### src/hdl/spe_pkg.sv
`timescale 1ns / 1ps

package spe_pkg;

  localparam int MAX_PATCH_DEF = 8;
  localparam int MAX_WIDTH_DEF = 256;

  localparam int PIX_W      = 8;
  localparam int VALUE_W    = 16;
  localparam int ELEM_W     = 6;
  localparam int COLUMN_W   = 20;
  localparam int ROWS_W     = 9;
  localparam int COLS_W     = 9;
  localparam int PSIZE_W    = 4;
  localparam int PIDX_W     = 3;   // row/column/slot index inside a patch, patch side up to 8
  localparam int ROWPOS_W   = 8;
  localparam int CFG_IDX_W  = 2;
  localparam int CFG_DATA_W = 20;
  localparam int OUT_DATA_W = 48;  // value, element, column padded to whole bytes

  localparam logic [ROWS_W-1:0]   ROWS_RESET  = 9'd16;
  localparam logic [COLS_W-1:0]   COLS_RESET  = 9'd16;
  localparam logic [PSIZE_W-1:0]  PSIZE_RESET = 4'd8;
  localparam logic [COLUMN_W-1:0] START_RESET = 20'd0;

  typedef logic [CFG_IDX_W-1:0] cfg_addr_t;
  localparam cfg_addr_t CFG_IMAGE_ROWS   = 2'd0;
  localparam cfg_addr_t CFG_IMAGE_COLS   = 2'd1;
  localparam cfg_addr_t CFG_PATCH_SIZE   = 2'd2;
  localparam cfg_addr_t CFG_START_COLUMN = 2'd3;

  typedef struct packed {
    logic [ROWS_W-1:0]   image_rows;
    logic [COLS_W-1:0]   image_cols;
    logic [PSIZE_W-1:0]  patch_size;
    logic [COLUMN_W-1:0] start_column;
  } cfg_t;

  // Tag that travels with one line store read
  typedef struct packed {
    logic [ELEM_W-1:0]   element;
    logic [COLUMN_W-1:0] column;
    logic                last;
  } rd_meta_t;

  typedef enum logic {
    ST_IDLE,
    ST_EMIT
  } state_t;

endpackage

### src/hdl/spe_out_buf.sv
`timescale 1ns / 1ps

module spe_out_buf import spe_pkg::*; (
  input  logic                  clk,
  input  logic                  rst,
  input  logic                  rd_fire,
  input  rd_meta_t              rd_meta,
  input  logic [PIX_W-1:0]      rd_data,
  output logic                  issue_ok,
  output logic                  tvalid,
  input  logic                  tready,
  output logic [OUT_DATA_W-1:0] tdata,
  output logic                  tlast
);

  typedef struct packed {
    logic [PIX_W-1:0] pix;
    rd_meta_t         meta;
  } out_item_t;

  out_item_t buf_q [2];
  rd_meta_t  meta_d;
  logic      inflight;
  logic      wr_ptr, rd_ptr;
  logic [1:0] count;
  logic      pop;
  out_item_t head;

  assign head   = buf_q[rd_ptr];
  assign tvalid = (count != 2'd0);
  assign pop    = tvalid && tready;
  // Keep room for every read already in flight
  assign issue_ok = (3'(count) - 3'(pop) + 3'(inflight)) < 3'd2;

  assign tdata = {(OUT_DATA_W - VALUE_W - ELEM_W - COLUMN_W)'(0),
                  head.meta.column, head.meta.element, head.pix, head.pix};
  assign tlast = head.meta.last;

  always_ff @(posedge clk) begin
    if (rst) begin
      inflight <= 1'b0;
      wr_ptr   <= 1'b0;
      rd_ptr   <= 1'b0;
      count    <= 2'd0;
    end else begin
      inflight <= rd_fire;
      if (inflight) wr_ptr <= ~wr_ptr;
      if (pop)      rd_ptr <= ~rd_ptr;
      count <= count + 2'(inflight) - 2'(pop);
    end
  end

  always_ff @(posedge clk) begin
    if (rd_fire) meta_d <= rd_meta;
    if (inflight) buf_q[wr_ptr] <= '{pix: rd_data, meta: meta_d};
  end

endmodule

### config.mk
export PLATFORM = sky130hd
export DESIGN_NAME = spe_out_buf
export DESIGN_NICKNAME = d
export VERILOG_FILES = /design/src/hdl/spe_pkg.sv /design/src/hdl/spe_out_buf.sv
export SDC_FILE = /design/constraint.sdc
export NUM_CORES = 1
export LEC_CHECK = 0
export BUFFER_PORTS_ARGS = -buffer_cell sky130_fd_sc_hd__buf_4
export CAP_MARGIN = 20
export CORE_MARGIN = 2
export CORE_UTILIZATION = 40
export DETAILED_ROUTE_END_ITERATION = 16
export PLACE_DENSITY = 0.65
export SETUP_SLACK_MARGIN = 0.2
export SLEW_MARGIN = 40
export SYNTH_ARGS = -nofsm -noshare
export SYNTH_HDL_FRONTEND = slang
export SYNTH_SLANG_ARGS = --single-unit
### constraint.sdc
create_clock -name clk -period 6.5 [get_ports clk]
set_input_delay 0.65 -clock clk [delete_from_list [all_inputs] [get_ports clk]]
set_output_delay 0.65 -clock clk [all_outputs]
set_load 0.005 [all_outputs]
# == Yosys cells after proc, flatten, opt, wreduce, memory -nomap -nowiden ==
# Memory sizes are Yosys's and may differ from the RTL's. A register that Yosys moved wholly into a read port is not among the register bits.
# Cells that the tools add are included.
# classes
n_mux,4
bitwise,2
add_sub_neg,4
order_cmp,1
reduce_logical,2
# op_table
op,n
$mux 1,4
$add 3x1->3,1
$lt 3x2->1 const B,1
$sub 2x1->3,1
$add 2x1->2,1
$not 1->1,2
$reduce_bool 2->1,1
$sub 2x1->2,1
$logic_and 1x1->1,1
# totals
output_inout_bits,51
memories,1
ramBits,70
reg_bits,32
# memory_table
name,words,width,rd,rd_clocked_by_memory_dff,wr,line_no,source
buf_q,2,35,1,1,1,spe_out_buf.sv:21,out_item_t buf_q [2];

# == Depth between registers and ports, before layout ==
# Gate-level depths: netlist of the first run.
# depth
ltp_word,5
depth_mapped,7

# == Least setup slack after synthesis of the first run ==
# OpenSTA, ideal clock, no wires.
# synth_path
path_kind,input to output
from,input port tready
to,output port issue_ok
required_ps,5850
arrival_time_ps,1842
n_path_buf,0
path_stages,7
setup_slack_ps,4008
cell_sequence,o21a_1 -> ha_1 -> inv_1 -> ha_1 -> fa_1 -> xnor2_1 -> nor2_1
# synth_between
elab_chain_len,4
# synth_rtl
element,line_no,source
"start, declared",spe_out_buf.sv:11,"input logic tready,"
$logic_and 1x1->1,spe_out_buf.sv:31,assign pop = tvalid && tready;
$sub 2x1->3,spe_out_buf.sv:33,assign issue_ok = (3'(count) - 3'(pop) + 3'(inflight)) < 3'd2;
$add 3x1->3,spe_out_buf.sv:33,
$lt 3x2->1,spe_out_buf.sv:33,
"end, declared",spe_out_buf.sv:9,"output logic issue_ok,"
# No other way between the ends.

# == Worst setup path in the final report of the first run ==
# layout_path
from,register count[1]
to,output port issue_ok
# layout_between
elab_chain_len,5
# layout_rtl
element,line_no,source
"start, declared",spe_out_buf.sv:25,logic [1:0] count;
"start signal, assigned",spe_out_buf.sv:49,count <= count + 2'(inflight) - 2'(pop);
$reduce_bool 2->1,spe_out_buf.sv:30,assign tvalid = (count != 2'd0);
$logic_and 1x1->1,spe_out_buf.sv:31,
named net pop,spe_out_buf.sv:26,logic pop;
$sub 2x1->3,spe_out_buf.sv:33,
$add 3x1->3,spe_out_buf.sv:33,
$lt 3x2->1,spe_out_buf.sv:33,
# The timed path passes the listed nets, and every way through them passes these cells.

==> results of run 1 <==
[cell usage in the layout (no fill, tap or decap), drive strengths merged]
cell / instances
conb: 6
mux2: 37
ha: 2
edfxtp: 97
nor2b: 4
xnor2: 2
bufinv: 1
o21a: 1
clkinvlp: 1
and2b: 1
clkinv: 1
fa: 1
nor2: 3
and2: 1
nand2: 1
inv: 7
buf: 86
clkbuf: 10
dfxtp: 6
[layer usage]
| layer | vias up | wire length [µm] | track usage (%) |
|---|---|---|---|
| met1 | 844 | 2330 | 13.6 |
| met5 | - | 0 | 0 |
| met4 | 0 | 119 | 5.85 |
| li1 | 827 | - | - |
| met2 | 56 | 2920 | 19.5 |
| met3 | 10 | 397 | 4.00 |
[worst register-to-register path: stages, from the launching register on]
cell and delay [ns]:
dfxtp_1 0.35, o21a_1 0.22, ha_1 0.29, inv_1 0.04, ha_1 0.18, fa_1 0.49, nor2b_1 0.14
[kinds of logic (layout without fill, tap and decap cells)]
| logic type | after synthesis | after routing | synth area share, % |
|---|---|---|---|
| AO/OA/AOI/OAI | 1 | 1 | 0.193 |
| XOR/XNOR | 2 | 2 | 0.451 |
| adder cells (fa/ha/maj) | 3 | 3 | 1.16 |
| multiplexers | 37 | 37 | 13.6 |
| buffers and inverters | 22 | 106 | 4.93 |
| flip-flops | 103 | 103 | 78.1 |
| other | 1 | 6 | 0.0966 |
| AND/OR/NAND/NOR | 10 | 10 | 1.39 |
[flip-flops by register name (all words and copies together) (netlist names), named ones only]
register	count
inflight	1
buf_q	70
count	2
wr_ptr	1
rd_ptr	1
meta_d	27
[area by class of cell]
type,instances,area (µm²)
Fill cell,759,4540
Sequential cell,103,3030
Multi-Input combinational cell,59,686
Timing Repair Buffer,86,686
Tap cell,129,161
Clock buffer,10,128
Clock inverter,6,75.1
Inverter,4,15.0
[metrics by stage]
step	util (%)	instance area, µm²
6_report	51.3	4780
5_1_grt	51.3	4780
4_1_cts	51.3	4780
3_5_place_dp	49.1	4580
3_3_place_gp	48.5	4530
2_1_floorplan	-	3900
[final timing paths]
path / startpoint / endpoint / depth (start not counted)
setup / recovery: count[1] / issue_ok / 8
hold / removal: meta_d[19] / buf_q[0][19] / 0
setup reg to reg: count[1] / count[1] / 6
hold reg to reg: meta_d[19] / buf_q[0][19] / 0
[power by group through the flow]
stage / registers (mW) / clock network (mW) / logic (mW)
floorplan: 0.800 / 0 / 0.237
global placement: 0.818 / 0 / 0.327
detailed placement: 0.821 / 0 / 0.340
CTS: 0.806 / 0.417 / 0.341
global route: 0.811 / 0.445 / 0.369
finish: 0.804 / 0.403 / 0.333
==> flow_metrics.env, run 1 <==
export IMPL_dr_total_vias=1737
export IMPL_drt_pass1_iterations=4
export IMPL_synth_seq_cells=103
export IMPL_crit_required_ns=5.85
export IMPL_antenna_found_initial=0
export IMPL_grt_pass1_vias=1784
export IMPL_status="complete, no violations"
export IMPL_detail_route_antenna_nets=0
export IMPL_antenna_cells=0
export IMPL_fin_nets=305
export IMPL_instances_no_fill=397
export IMPL_synth_cell_types=18
export IMPL_postCtsSetupBuffers=0
export IMPL_synth_common_cells="edfxtp_1, mux2_4, buf_4"
export IMPL_synthFlopType="edfxtp_1"
export IMPL_pwr_share_comb_pct=21.6
export IMPL_yosysSeqAreaShare_pct=78.1
export IMPL_syn_area_per_cell_um2=21.7
export IMPL_cp_cell_sequence="o21a_1, ha_1, inv_1, ha_1, fa_1, xnor2_1, nor2_1, buf_4"
export IMPL_ios=90
export IMPL_fp_dieArea_um2=10500
export IMPL_critPathKind="flip-flop to primary output"
export IMPL_grt_start_max_net_pins=36
export IMPL_wire_per_inst_um=14.5
export IMPL_dp_cells=381
export IMPL_power_switching_uw=369
export IMPL_h_tree_depth=3
export IMPL_synth_async_reset_ratio_pct=0
export IMPL_globalplace_congestion=0.739
export IMPL_min_path_type="flip-flop to flip-flop"
export IMPL_cts_tree="built"
export IMPL_grt_ovfl_total=0
export IMPL_finalCritPeriodShare_pct=43.1
export IMPL_swShare_pct=24.0
export IMPL_drv_slew=0
export IMPL_clk_latency_ns=0.36
export IMPL_cts_resized=0
export IMPL_hold_violations=0
export IMPL_critPathMaxFanout=3
export IMPL_p_leak_nw=1.82
export IMPL_rows=35
export IMPL_grt_usage_pct=11.7
export IMPL_netlist_instances=179
export IMPL_synth_edf_count=97
export IMPL_cp_common_cell="ha_1"
export IMPL_cp_end_kind="primary output"
export IMPL_initial_utilization_pct=41.6
export IMPL_finalSetupViolations=0
export IMPL_core_area_um2=9330
export IMPL_drt_initial_drc_count=22
export IMPL_crit_family="adder cells"
export IMPL_drc_errors=0
export IMPL_root_buffer="clkbuf_8"
export IMPL_synth_area_top_cells="edfxtp_1, mux2_4, dfxtp_1"
export IMPL_synth_top_cell_area_share_pct=75.0
export IMPL_cp_slowest_cell="fa_1"
export IMPL_portBuffers=83
export IMPL_cp_num_buf_inv=2
export IMPL_cp_start_kind="flip-flop"
export IMPL_yosysMostFrequentCell="edfxtp_1"
export IMPL_relSlewSlack_pct=65.9
export IMPL_power_density_nw_per_um2=322
export IMPL_setup_tns_ns=0
export IMPL_wirelength_um=5760
export IMPL_maxCapViolCount=0
export IMPL_syn_area_um2=3880
export IMPL_area_delta_synth_final_pct=23.3
export IMPL_cp_arrival_ns=2.15
export IMPL_cts_clk_slew_worst_paths_ns=0.11
export IMPL_yosysWarnings=0
export IMPL_ir_drop_mv=0.123
export IMPL_critPathMaxStageDelay_ns=0.39
export IMPL_pwr_share_seq_pct=52.2
export IMPL_die_y_um=103
export IMPL_numCtsBuffers=9
export IMPL_cts_hold_buf=0
export IMPL_cts_sinks=103
export IMPL_hold_ws_ns=0.441
export IMPL_p_int_mw=1.17
export IMPL_hpwl_um=3720
export IMPL_worstMarginPinSlew_ns=0.511
export IMPL_p_total_mw=1.54
export IMPL_yosysTopAreaCell="edfxtp_1"
export IMPL_fmax_mhz=357
export IMPL_worst_slack_ns=3.70
export IMPL_r2r_slack_ns=4.74
export IMPL_p_clk_share_pct=26.2
export IMPL_finalCriticalPeriod_ns=2.80
export IMPL_vias_per_cell=4.38
export IMPL_grt_pass1_wl_um=8780
export IMPL_die_width_um=103
export IMPL_clk_path_buf_depth=2
export IMPL_dp_slack_ns=3.70
export IMPL_rsz0062_at_grt="no"
export IMPL_clock_skew_ns=0.0127
export IMPL_drive_gt1_share_pct=52.6
Power figures use the tool's default switching activity.
==> run 2: changes to the inputs <==
--- a/config.mk
+++ b/config.mk
@@ -10,7 +10,7 @@
 export CORE_MARGIN = 2
 export CORE_UTILIZATION = 40
 export DETAILED_ROUTE_END_ITERATION = 16
-export PLACE_DENSITY = 0.65
+export PLACE_DENSITY = 0.68
 export SETUP_SLACK_MARGIN = 0.2
 export SLEW_MARGIN = 40
 export SYNTH_ARGS = -nofsm -noshare
==> constraint.sdc (replaced) <==
create_clock -name clk -period 2.4 [get_ports clk]
set_input_delay 0.24 -clock clk [delete_from_list [all_inputs] [get_ports clk]]
set_output_delay 0.24 -clock clk [all_outputs]
set_load 0.005 [all_outputs]
==> flow_metrics.env, run 2 (synthesized netlist as in run 1, its figures left out) <==
export IMPL_status="complete, no violations"
export IMPL_largest_reg_flops=70
export IMPL_vias_per_cell=4.41
export IMPL_power_density_nw_per_um2=874
export IMPL_root_buffer="clkbuf_8"
export IMPL_grt_pass1_vias=1884
export IMPL_hold_violations=0
export IMPL_p_total_mw=4.19
export IMPL_clk_latency_ns=0.36
export IMPL_cts_hold_buf=0
export IMPL_fmax_mhz=435
export IMPL_grtUsageMet2_pct=20.7
export IMPL_ir_drop_mv=0.538
export IMPL_cts_clk_slew_worst_paths_ns=0.09
export IMPL_numCtsBuffers=9
export IMPL_die_y_um=103
export IMPL_drt_initial_drc_count=58
export IMPL_rsz0062_at_grt="yes"
export IMPL_instances_no_fill=400
export IMPL_reg_top3="buf_q: 70 flops, meta_d: 27 flops, count: 2 flops"
export IMPL_fin_area_um2=4790
export IMPL_grt_pass1_wl_um=8860
export IMPL_cp_cell_sequence="o21a_1, ha_1, inv_1, ha_2, fa_2, nor2_2, buf_4"
export IMPL_critPathMaxStageDelay_ns=0.54
export IMPL_area_delta_synth_final_pct=23.5
export IMPL_setup_tns_ns=0
export IMPL_wirelength_um=5900
export IMPL_dr_total_vias=1762
export IMPL_globalplace_congestion=0.592
export IMPL_maxCapViolCount=0
export IMPL_dp_slack_ns=0.387
export IMPL_h_tree_depth=3
export IMPL_final_core_util_pct=51.4
export IMPL_drt_pass1_iterations=4
export IMPL_grt_start_max_net_pins=36
export IMPL_die_width_um=103
export IMPL_n_fill_cell=771
export IMPL_placed_area_um2=4570
export IMPL_ios=90
export IMPL_grt_use_met1_pct=12.6
export IMPL_fin_nets=308
export IMPL_finalSetupViolations=0
export IMPL_drive_gt1_share_pct=54.6
export IMPL_crit_required_ns=2.16
export IMPL_use_met3_pct=3.32
export IMPL_portBuffers=83
export IMPL_rows=35
export IMPL_cp_start_kind="flip-flop"
export IMPL_mostFrequentLayoutCell="edfxtp_1"
export IMPL_grt_usage_pct=11.7
export IMPL_critPathMaxFanout=2
export IMPL_detail_route_antenna_nets=0
export IMPL_finalCriticalPeriod_ns=2.30
export IMPL_core_area_um2=9330
export IMPL_p_leak_nw=1.82
export IMPL_finalCritPeriodShare_pct=95.9
export IMPL_antenna_found_initial=0
export IMPL_critPathKind="flip-flop to primary output"
export IMPL_hpwl_um=3750
export IMPL_worstMarginPinSlew_ns=0.519
export IMPL_antenna_cells=0
export IMPL_clk_path_buf_depth=2
export IMPL_drv_slew=0
export IMPL_final_cell_mix="edfxtp_1, buf_4, mux2_4, clkbuf_8, mux2_2"
export IMPL_largest_register="buf_q"
export IMPL_grt_ovfl_total=0
export IMPL_cp_end_kind="primary output"
export IMPL_cts_sinks=103
export IMPL_initial_utilization_pct=41.6
export IMPL_wire_per_inst_um=14.8
export IMPL_worst_slack_ns=0.0989
export IMPL_drc_errors=0
export IMPL_cts_tree="built"
export IMPL_relSlewSlack_pct=65.4
export IMPL_dp_cells=381
export IMPL_cp_arrival_ns=2.06
export IMPL_cp_slowest_cell="fa_2"
export IMPL_fp_dieArea_um2=10500
export IMPL_hold_ws_ns=0.0525
export IMPL_clock_skew_ns=0.0117
export IMPL_min_path_type="input port to flip-flop"
export IMPL_top_usage_layer="met2"
[run 2: cell types whose count changed in the layout (fill, tap and decap cells not counted), sizes merged]
cell,previous run,this run
clkinvlp,1,3
buf,86,89
clkinv,1,2
inv,7,4
[run 2: final timing paths]
path	startpoint	slack, ns	cells after the start	endpoint
setup / recovery	count[0]	0.1	7	issue_ok
hold / removal	rd_meta[12]	0.05	1	meta_d[12]
hold reg to reg	meta_d[25]	0.45	0	buf_q[1][25]
setup reg to reg	count[0]	0.68	6	count[1]
[run 2: repair_timing]
item                       in CTS  in global routing
pin swaps                       4                  3
setup endpoints to repair       1                  1
gates resized for setup         3                  2
hold endpoints to repair        0                  0
setup buffers                   2                  1
[run 2: metal layers]
metal / share of wire (%) / up-vias / wire, µm
met5: 0 / - / 0
met4: 1.7 / 0 / 101
met3: 4.7 / 9 / 275
met2: 54 / 57 / 3200
met1: 39 / 873 / 2330
li1: - / 823 / -
[run 2: power breakdown]
group | internal (mW) | switching (mW)
clock | 0.477 | 0.544
sequential | 2.10 | 0.0461
combinational | 0.630 | 0.395
total | 3.20 | 0.985
[run 2: final cells by class]
type,instances,area (µm²),area share (%)
clock buffer,10,128,2.66
clock inverter,6,61.3,1.28
inverter,4,15.0,0.313
multi-input combinational,59,699,14.6
sequential,103,3040,63.3
tap,129,161,3.37
timing repair buffer,89,693,14.5
[run 2: worst max-delay path: cells and delay by family (launching register included)]
family	cells	cell delay (ns)
adders and majority gates	3	0.97
DFF	1	0.32
AOI/OAI and AO/OA	1	0.20
buffers and inverters	2	0.17
and+or+nand+nor	1	0.05
