### config.mk
export PLATFORM = sky130hd
export DESIGN_NAME = spe_ctrl
export DESIGN_NICKNAME = d
export VERILOG_FILES = /design/src/hdl/spe_pkg.sv /design/src/hdl/spe_ctrl.sv
export SDC_FILE = /design/constraint.sdc
export NUM_CORES = 1
export LEC_CHECK = 0
export BUFFER_PORTS_ARGS = -buffer_cell sky130_fd_sc_hd__buf_2
export CAP_MARGIN = 10
export CORE_ASPECT_RATIO = 0.5
export CORE_MARGIN = 3
export CORE_UTILIZATION = 47
export CTS_CLUSTER_DIAMETER = 200
export DETAILED_ROUTE_END_ITERATION = 8
export PLACE_DENSITY = 0.75
export SLEW_MARGIN = 20
export SYNTH_ARGS = -nofsm -noshare
export SYNTH_HDL_FRONTEND = slang
export SYNTH_SLANG_ARGS = --single-unit
### constraint.sdc
create_clock -name clk -period 10.7 [get_ports clk]
set_clock_uncertainty 0.05 [all_clocks]
set_input_delay 1.07 -clock clk [delete_from_list [all_inputs] [get_ports clk]]
set_output_delay 1.07 -clock clk [all_outputs]
set_load 0.01 [all_outputs]
### src/hdl/spe_pkg.sv
`timescale 1ns / 1ps

package spe_pkg;

  localparam int MAX_PATCH_DEF = 8;
  localparam int MAX_WIDTH_DEF = 256;

  localparam int PIX_W      = 8;
  localparam int VALUE_W    = 16;
  localparam int ELEM_W     = 6;
  localparam int COLUMN_W   = 20;
  localparam int ROWS_W     = 9;
  localparam int COLS_W     = 9;
  localparam int PSIZE_W    = 4;
  localparam int PIDX_W     = 3;   // row/column/slot index inside a patch, patch side up to 8
  localparam int ROWPOS_W   = 8;
  localparam int CFG_IDX_W  = 2;
  localparam int CFG_DATA_W = 20;
  localparam int OUT_DATA_W = 48;  // value, element, column padded to whole bytes

  localparam logic [ROWS_W-1:0]   ROWS_RESET  = 9'd16;
  localparam logic [COLS_W-1:0]   COLS_RESET  = 9'd16;
  localparam logic [PSIZE_W-1:0]  PSIZE_RESET = 4'd8;
  localparam logic [COLUMN_W-1:0] START_RESET = 20'd0;

  typedef logic [CFG_IDX_W-1:0] cfg_addr_t;
  localparam cfg_addr_t CFG_IMAGE_ROWS   = 2'd0;
  localparam cfg_addr_t CFG_IMAGE_COLS   = 2'd1;
  localparam cfg_addr_t CFG_PATCH_SIZE   = 2'd2;
  localparam cfg_addr_t CFG_START_COLUMN = 2'd3;

  typedef struct packed {
    logic [ROWS_W-1:0]   image_rows;
    logic [COLS_W-1:0]   image_cols;
    logic [PSIZE_W-1:0]  patch_size;
    logic [COLUMN_W-1:0] start_column;
  } cfg_t;

  // Tag that travels with one line store read
  typedef struct packed {
    logic [ELEM_W-1:0]   element;
    logic [COLUMN_W-1:0] column;
    logic                last;
  } rd_meta_t;

  typedef enum logic {
    ST_IDLE,
    ST_EMIT
  } state_t;

endpackage

### src/hdl/spe_ctrl.sv
`timescale 1ns / 1ps

module spe_ctrl import spe_pkg::*; #(
  parameter int MAX_PATCH = MAX_PATCH_DEF,
  parameter int MAX_WIDTH = MAX_WIDTH_DEF
) (
  input  logic                clk,
  input  logic                rst,
  input  cfg_t                cfg,
  input  logic                in_valid,
  output logic                in_ready,
  input  logic [PIX_W-1:0]    pixel,
  input  logic                image_start,
  input  logic                issue_ok,
  output logic                wr_en,
  output logic [$clog2(MAX_PATCH*MAX_WIDTH)-1:0] wr_addr,
  output logic [PIX_W-1:0]    wr_data,
  output logic                rd_en,
  output logic [$clog2(MAX_PATCH*MAX_WIDTH)-1:0] rd_addr,
  output rd_meta_t            rd_meta
);

  localparam int AW  = $clog2(MAX_PATCH * MAX_WIDTH);
  localparam int CW  = (MAX_WIDTH >= 256) ? 8 : $clog2(MAX_WIDTH);
  localparam int CAP = (MAX_WIDTH < 256) ? MAX_WIDTH : 256;

  state_t state, state_next;

  // Raster position and line store slot of the next pixel
  logic [ROWPOS_W-1:0] row;
  logic [CW-1:0]       col;
  logic [PIDX_W-1:0]   slot;
  logic [COLUMN_W-1:0] cnt;

  // Patch read sequencer
  logic [PIDX_W-1:0]   u, v, rslot, pm1_q;
  logic [CW-1:0]       cbase;
  logic [ELEM_W-1:0]   elem;
  logic [COLUMN_W-1:0] ecol;

  logic [ROWS_W-1:0]   rows9;
  logic [COLS_W-1:0]   cols9;
  logic [PSIZE_W-1:0]  p4;
  logic [PIDX_W-1:0]   pm1;
  logic [ROWPOS_W-1:0] rs0, rs1, rs2, row_n;
  logic [CW-1:0]       cs0, cs2, col_n;
  logic [PIDX_W-1:0]   ss0, ss1, ss2, slot_n, sslot;
  logic [COLUMN_W-1:0] col_out, cnt_n;
  logic                hit, accept, last_el;

  function automatic logic [PIDX_W-1:0] slot_inc(input logic [PIDX_W-1:0] s);
    slot_inc = (s == PIDX_W'(MAX_PATCH - 1)) ? '0 : s + PIDX_W'(1);
  endfunction

  // Clamp registers, place the pixel, work out whether it closes a patch
  always_comb begin
    if (cfg.image_rows == '0)             rows9 = 9'd1;
    else if (cfg.image_rows > 9'd256)     rows9 = 9'd256;
    else                                  rows9 = cfg.image_rows;
    if (cfg.image_cols == '0)             cols9 = 9'd1;
    else if (cfg.image_cols > 9'(CAP))    cols9 = 9'(CAP);
    else                                  cols9 = cfg.image_cols;
    if (cfg.patch_size == '0)                    p4 = 4'd1;
    else if (cfg.patch_size > 4'(MAX_PATCH))     p4 = 4'(MAX_PATCH);
    else                                         p4 = cfg.patch_size;
    pm1 = PIDX_W'(p4 - 4'd1);

    rs0 = image_start ? '0 : row;
    cs0 = image_start ? '0 : col;
    ss0 = image_start ? '0 : slot;

    if (9'(rs0) >= rows9) begin
      rs1 = '0;
      ss1 = '0;
    end else begin
      rs1 = rs0;
      ss1 = ss0;
    end

    if (9'(cs0) >= cols9) begin
      cs2 = '0;
      if (9'(rs1) + 9'd1 >= rows9) begin
        rs2 = '0;
        ss2 = '0;
      end else begin
        rs2 = rs1 + 8'd1;
        ss2 = slot_inc(ss1);
      end
    end else begin
      cs2 = cs0;
      rs2 = rs1;
      ss2 = ss1;
    end

    hit = (rs2 >= ROWPOS_W'(pm1)) && (9'(cs2) >= 9'(pm1));

    if (ss2 >= pm1) sslot = ss2 - pm1;
    else            sslot = PIDX_W'(4'(ss2) + 4'(MAX_PATCH) - 4'(pm1));

    // Advance past this pixel
    if (9'(cs2) + 9'd1 >= cols9) begin
      col_n = '0;
      if (9'(rs2) + 9'd1 >= rows9) begin
        row_n  = '0;
        slot_n = '0;
      end else begin
        row_n  = rs2 + 8'd1;
        slot_n = slot_inc(ss2);
      end
    end else begin
      col_n  = cs2 + CW'(1);
      row_n  = rs2;
      slot_n = ss2;
    end

    col_out = image_start ? cfg.start_column : cnt;
    cnt_n   = hit ? col_out + COLUMN_W'(1) : col_out;
  end

  assign last_el = (u == pm1_q) && (v == pm1_q);

  always_comb begin
    state_next = state;
    in_ready   = 1'b0;
    rd_en      = 1'b0;
    case (state)
      ST_IDLE: begin
        in_ready = 1'b1;
        if (in_valid && hit) state_next = ST_EMIT;
      end
      ST_EMIT: begin
        rd_en = issue_ok;
        if (issue_ok && last_el) state_next = ST_IDLE;
      end
      default: state_next = ST_IDLE;
    endcase
  end

  assign accept  = in_valid && in_ready;
  assign wr_en   = accept;
  assign wr_data = pixel;
  assign wr_addr = AW'(ss2) * AW'(MAX_WIDTH) + AW'(cs2);
  assign rd_addr = AW'(rslot) * AW'(MAX_WIDTH) + AW'(cbase) + AW'(v);
  assign rd_meta = '{element: elem, column: ecol, last: last_el};

  always_ff @(posedge clk) begin
    if (rst) state <= ST_IDLE;
    else     state <= state_next;
  end

  always_ff @(posedge clk) begin
    if (rst) begin
      row  <= '0;
      col  <= '0;
      slot <= '0;
      cnt  <= START_RESET;
    end else if (accept) begin
      row  <= row_n;
      col  <= col_n;
      slot <= slot_n;
      cnt  <= cnt_n;
    end
  end

  always_ff @(posedge clk) begin
    if (accept && hit) begin
      u     <= '0;
      v     <= '0;
      elem  <= '0;
      rslot <= sslot;
      cbase <= cs2 - CW'(pm1);
      pm1_q <= pm1;
      ecol  <= col_out;
    end else if (rd_en) begin
      elem <= elem + ELEM_W'(1);
      if (v == pm1_q) begin
        v     <= '0;
        u     <= u + PIDX_W'(1);
        rslot <= slot_inc(rslot);
      end else begin
        v <= v + PIDX_W'(1);
      end
    end
  end

endmodule

# After elaboration in Yosys (flattened, before gate mapping)
# Cells that the tools add are included.
[op_classes]
addsub = 21
mul = 0
div_mod_pow = 0
order_cmp = 11
n_eq_ne = 5
n_shift = 0
muxes = 36
bitwise = 1
n_reduce_logical = 13
[op_table]
columns = ["op", "n"]
rows = [
  ["$mux 8", 9],
  ["$mux 3", 16],
  ["$mux 20", 2],
  ["$mux 9", 4],
  ["$add 8x1->9 const B", 3],
  ["$ge 9x9->1", 3],
  ["$add 8x1->8 const B", 3],
  ["$add 11x8->11", 2],
  ["$add 20x1->20 const B", 1],
  ["$add 3x1->3 const B", 6],
  ["$ge 8x9->1", 2],
  ["$gt 9x9->1 const B", 2],
  ["$logic_not 9->1", 2],
  ["$ge 8x3->1", 2],
  ["$add 11x3->11", 1],
  ["$eq 3x3->1 const B", 3],
  ["$sub 8x3->8", 1],
  ["$add 6x1->6 const B", 1],
  ["$eq 3x3->1", 2],
  ["$logic_and 1x1->1", 6],
  ["$sub 3x3->3", 2],
  ["$gt 4x4->1 const B", 1],
  ["$logic_not 4->1", 1],
  ["$mux 1", 4],
  ["other kinds (6)", 8],
]
[totals]
regBits = 86
latchBits = 0
ramBits = 0
mem_bits_ro = 0
in_bits = 55
out_inout_bits = 60
mem_count = 0

# Depth between registers and ports, before layout
[logic_depth]
depth_word = 14
mapped_depth = 36
ltp_nobuf = 30

# Worst setup path after synthesis
# No wires, ideal clock.
[synth_timing]
path_type = "input to register"
startpoint = "input port image_start"
endpoint = "register cbase[0] (enable)"
arrival_ns = 8.005
required_ns = 10.273
slack_ns = 2.268
cell_stages = 34
path_buffers = 9
path_cell_list = "buf_2 > buf_4 > buf_2 > buf_1 > clkbuf_1 > nor2_1 > ha_1 > a21o_1 > a221o_1 > a211oi_2 > buf_2 > clkbuf_1 > and2_1 > ha_1 > nand3_1 > or3_1 > a21boi_0 > ha_1 > a211o_1 > o211ai_2 > o211a_1 > o211ai_1 > o21ai_0 > inv_1 > ha_1 > nand2b_1 > a21o_1 > a21o_1 > nor3_1 > a211oi_1 > o41ai_4 > buf_4 > nor2_2 > buf_2"
[synth_via]
elab_chain_cells = 10
elab_cells_between_ends = 15
cone_classes = "2 x add/sub; 5 x order compare; 6 x mux; 2 x reduce/logical"
[synth_lines]
columns = ["element", "line_no", "source"]
rows = [
  ["start: declaration", "spe_ctrl.sv:13", "input logic image_start,"],
  ["$mux 8", "spe_ctrl.sv:68", "rs0 = image_start ? '0 : row;"],
  ["$ge 8x9->1", "spe_ctrl.sv:72", "if (9'(rs0) >= rows9) begin"],
  ["$mux 8", "spe_ctrl.sv:72", ""],
  ["$add 8x1->9", "spe_ctrl.sv:82", "if (9'(rs1) + 9'd1 >= rows9) begin"],
  ["$ge 9x9->1", "spe_ctrl.sv:82", ""],
  ["$mux 8", "spe_ctrl.sv:82", ""],
  ["$mux 8", "spe_ctrl.sv:80", "if (9'(cs0) >= cols9) begin"],
  ["$ge 8x3->1", "spe_ctrl.sv:95", "hit = (rs2 >= ROWPOS_W'(pm1)) && (9'(cs2) >= 9'(pm1));"],
  ["$logic_and 1x1->1 (*)", "spe_ctrl.sv:95", ""],
  ["$logic_and 1x1->1 (*)", "spe_ctrl.sv:166", "if (accept && hit) begin"],
  ["end signal: assignment", "spe_ctrl.sv:171", "cbase <= cs2 - CW'(pm1);"],
  ["end: declaration", "spe_ctrl.sv:37", "logic [CW-1:0] cbase;"],
]
# Mark *: on every way between the ends. The rest lies on a longest branch, timed or not.
# A chain may end at the register's enable or synchronous reset.

# Worst setup path in the final report
[layout_timing]
startpoint = "input port image_start"
endpoint = "register state"
[layout_via]
elab_chain_cells = 12
elab_cells_between_ends = 17
cone_classes = "2 x add/sub; 5 x order compare; 8 x mux; 2 x reduce/logical"
[layout_lines]
columns = ["element", "line_no", "source"]
rows = [
  ["$mux 8", "spe_ctrl.sv:68", ""],
  ["$ge 8x9->1", "spe_ctrl.sv:72", ""],
  ["$mux 8", "spe_ctrl.sv:72", ""],
  ["$add 8x1->9", "spe_ctrl.sv:82", ""],
  ["$ge 9x9->1", "spe_ctrl.sv:82", ""],
  ["$mux 8", "spe_ctrl.sv:82", ""],
  ["$mux 8", "spe_ctrl.sv:80", ""],
  ["$ge 8x3->1", "spe_ctrl.sv:95", ""],
  ["$logic_and 1x1->1 (*)", "spe_ctrl.sv:95", ""],
  ["$logic_and 1x1->1 (*)", "spe_ctrl.sv:129", "if (in_valid && hit) state_next = ST_EMIT;"],
  ["$mux 1 (*)", "spe_ctrl.sv:129", ""],
  ["$pmux 1 s2 (*)", "spe_ctrl.sv:126", "case (state)"],
  ["end signal: assignment", "spe_ctrl.sv:148", "else state <= state_next;"],
  ["end: declaration", "spe_ctrl.sv:27", "state_t state, state_next;"],
]
# Marks and branches as above.

==> qor.csv <==
stage,metric,value,unit
routing,overall via count from detail_route,5950,
setup_path,Register-to-Register Path Depth,31,
clocking,Post-CTS Resized,0,
placement,number of port buffers,98,
worst_hold_path,hold path cells,2,
global_routing,number of global-route vias before repair,5673,
synthesis,sequential share of the synthesized area,30.88,%
setup_path,"setup slack, reg-to-reg",2.82,ns
floorplan,number of core rows,30,
timing,time the final worst path needs with I/O delays and setup,8.591,ns
routing,Detail Route Antenna Nets,0,
routing,total iterations of the first detailed-routing run,5,
worst_hold_path,startpoint of the lowest-slack hold path,cnt[19]$_SDFFE_PP0P_,
cells_and_area,area growth from synthesis to layout,13.02,%
placement,global placement routability congestion,0.9067,
power_and_ir_drop,leakage component of the power,0.003309,µW
timing,Final Max Slew Viols,0,
clocking,TritonCTS clock tree,yes,
routing,routed length per placed instance,16.91,µm
cells_and_area,Filler Cell Count,1231,
timing,final clock period utilization by the worst path,80.29,%
synthesis,number of synthesized flops with an enable pin,34,
global_routing,total congestion overflow,0,
setup_path,arrival time worst endpoint,8.74,ns
timing,measured slew at the worst slew-check pin,0.8229,ns
setup_path,kind of capture point of the worst setup path,register,
synthesis,post-synth top area cell,sky130_fd_sc_hd__dfxtp_1,
synthesis,most numerous cell in the Yosys netlist,sky130_fd_sc_hd__nand2_1,
worst_hold_path,terminating pin of the worst hold path,cnt[19]$_SDFFE_PP0P_,
synthesis,count of distinct cell types in the synthesized netlist,80,
routing,Remaining DRCs,0,
setup_path,startpoint type of the worst setup path,input pin,
routing,total length of routed wires,17380,µm
clocking,Worst-path clk slew,0.07,ns
cells_and_area,layout cells sized above 1,18.78,%
setup_path,maximum cell stage delay along the critical path,0.48,ns
setup_path,critical path data required time,10.85,ns
setup_path,"Worst Path Class, Setup",in -> reg,
cells_and_area,final core area utilization,55.08,%
timing,hold violation total from the final report,0,
outcome,run status,"finished, final reports clean",
synthesis,post-synth net total,879,
synthesis,area of the mapped netlist,0.006676,mm²
synthesis,number of warnings reported in the yosys synthesis log,0,
global_routing,Overall Global Routing Usage,21.81,%
cells_and_area,area taken by multi-input logic gates,0.004264,mm²
clocking,CTS Buffer Depth,2,
floorplan,starting utilization of the core area,48.73,%
clocking,hold-fix buffers at CTS,0,
global_routing,wire length of the first global-routing pass,28570,µm
floorplan,Floorplan Core Area,0.01370,mm²
setup_path,endpoint of the worst register-to-register path,state$_SDFF_PP0_,
worst_hold_path,worst hold-check path type,reg -> reg,
synthesis,area share of the largest cell type after synthesis,15.59,%
global_routing,maximum number of pins on one net before global-route repair,41,
setup_path,cell type of the slowest stage on the worst timing path,sky130_fd_sc_hd__o41ai_4,
setup_path,Crit Path Max Fanout,37,
clocking,number of CTS-inserted buffers,9,
cells_and_area,register area,0.002062,mm²
synthesis,Synth Register Bits,86,
power_and_ir_drop,power density over the cells,117.3,mW/mm²
floorplan,die extent in x,174.6,µm
timing,fmax,116.4,MHz
routing,Iteration-0 DRC Markers,460,
clocking,post-CTS setup buffer count,0,
power_and_ir_drop,Peak VDD IR,66.75,µV
timing,RSZ-0062 raised after global routing,no,
flow_run,max-cap violations,0,
global_routing,initial antenna violation count,0,
synthesis,synthesized area per cell,8.831,µm²
floorplan,die height,90.28,µm
timing,final count of negative-setup-slack endpoints,0,
cells_and_area,number of inserted diodes,0,
setup_path,beginning of the worst register-to-register path,row[6]$_SDFFE_PP0P_,
routing,via density per instance,5.788,
synthesis,most numerous cell types in the synthesized netlist,"sky130_fd_sc_hd__nand2_1 (71), sky130_fd_sc_hd__nor2_1 (69), sky130_fd_sc_hd__ha_1 (65), sky130_fd_sc_hd__dfxtp_1 (52), sky130_fd_sc_hd__a21oi_1 (38)",
timing,Setup TNS Final,0,ns
synthesis,Synth Instances,756,
timing,Slew headroom,45.14,%
synthesis,synth top area cells,"sky130_fd_sc_hd__dfxtp_1 (16%), sky130_fd_sc_hd__edfxtp_1 (15%), sky130_fd_sc_hd__ha_1 (12%)",
floorplan,Total Die Area,0.01576,mm²
synthesis,most frequently used flop master after synthesis,sky130_fd_sc_hd__dfxtp_1,
floorplan,Top Ports,115,
clocking,clock root buffer master,sky130_fd_sc_hd__clkbuf_16,
placement,placed wire-length estimate,13060,µm
synthesis,share of async-settable or async-resettable flops after synthesis,0,%
cells_and_area,final net count,954,
clocking,clock insertion delay at the later pin of the skew report,0.34,ns
clocking,TritonCTS sink count,86,
clocking,H-tree lvl count,3,
[routing by layer]
metal  vias to the layer above  GRT usage, %  part of all wire [%]
met4                         0         5.504                   1.0
met3                        19         4.198                   8.1
li1                       2910             -                     -
met2                       237         34.93                    44
met5                         -             0                     0
met1                      2784         30.45                    47
[cell type report]
type,instances,area share (%)
clock buffers,11,3.349
flip-flops and latches,86,27.33
inverters,38,1.890
repair buffers,105,7.196
clock inverters,5,0.5472
multi-input cells,591,56.51
well taps,192,3.184
[worst max-delay path: cells and delay by family]
family | cells | cell delay [ns]
buf+inv | 6 | 1.71
simple gates | 9 | 1.43
compound gates | 13 | 3.26
xor+xnor | 1 | 0.21
fa+ha+maj | 4 | 1.00
[worst max path at each step]
stage / slack (ns) / endpoint / depth (start not counted) / start
after floorplan: 2.27 / cbase[0]$_DFFE_PP_ / 34 / image_start
after global placement: 2.16 / state$_SDFF_PP0_ / 32 / image_start
after detailed placement: 1.90 / state$_SDFF_PP0_ / 32 / image_start
after CTS: 2.25 / state$_SDFF_PP0_ / 32 / image_start
after global routing: 1.55 / state$_SDFF_PP0_ / 33 / image_start
final: 2.11 / state$_SDFF_PP0_ / 33 / image_start
[stage by stage]
stage	hold slack [ns]	power (µW)	instances	area [µm²]	worst slack (ns)
after floorplan	0.3729	524.8	756	6676	2.268
after global placement	0.3810	576.6	1012	7252	2.158
after detailed placement	0.3891	583.3	1012	7252	1.905
after CTS	0.3980	889.0	1028	7546	2.247
after global routing	0.4139	929.9	1028	7546	1.552
final	0.3963	885.3	1028	7546	2.109
[cell families (layout without fill, tap and decap cells)]
family	Yosys count	after routing	synth area share, %
AOI/OAI and AO/OA	166	166	18.50
adders and majority gates	68	68	13.08
xor gates and xnor gates	46	46	6.035
muxes	26	26	4.142
and+or+nand+nor	285	285	22.04
buffers and inverters	79	159	5.322
DFF	86	86	30.88
[placed cells by master, fill, tap and decap left out, drive strengths merged, types with 12 or more instances in the layout]
cell    synthesis  routed
nand3          26      26
dfxtp          52      52
inv            36      38
o21ai          24      24
a211oi         13      13
mux2i          13      13
a21o           12      12
nor3           16      16
mux2           13      13
xnor2          27      27
ha             65      65
buf            20     105
xor2           19      19
edfxtp         34      34
o211ai         13      13
nor2b          14      14
nor2           70      70
a21oi          39      39
nand2b         15      15
nand2          71      71
[power by group]
group          total (µW)  switching, µW  internal [µW]
combinational         201            120           81.9
clock                 307            135            173
sequential            377           16.0            361
[sequential cells by signal, indices dropped and copies added (netlist names), 6 cells and up]
name   flops
ecol      20
cbase      8
col        8
elem       6
cnt       20
row        8
Note: power is estimated with default switching activity, not from simulation.
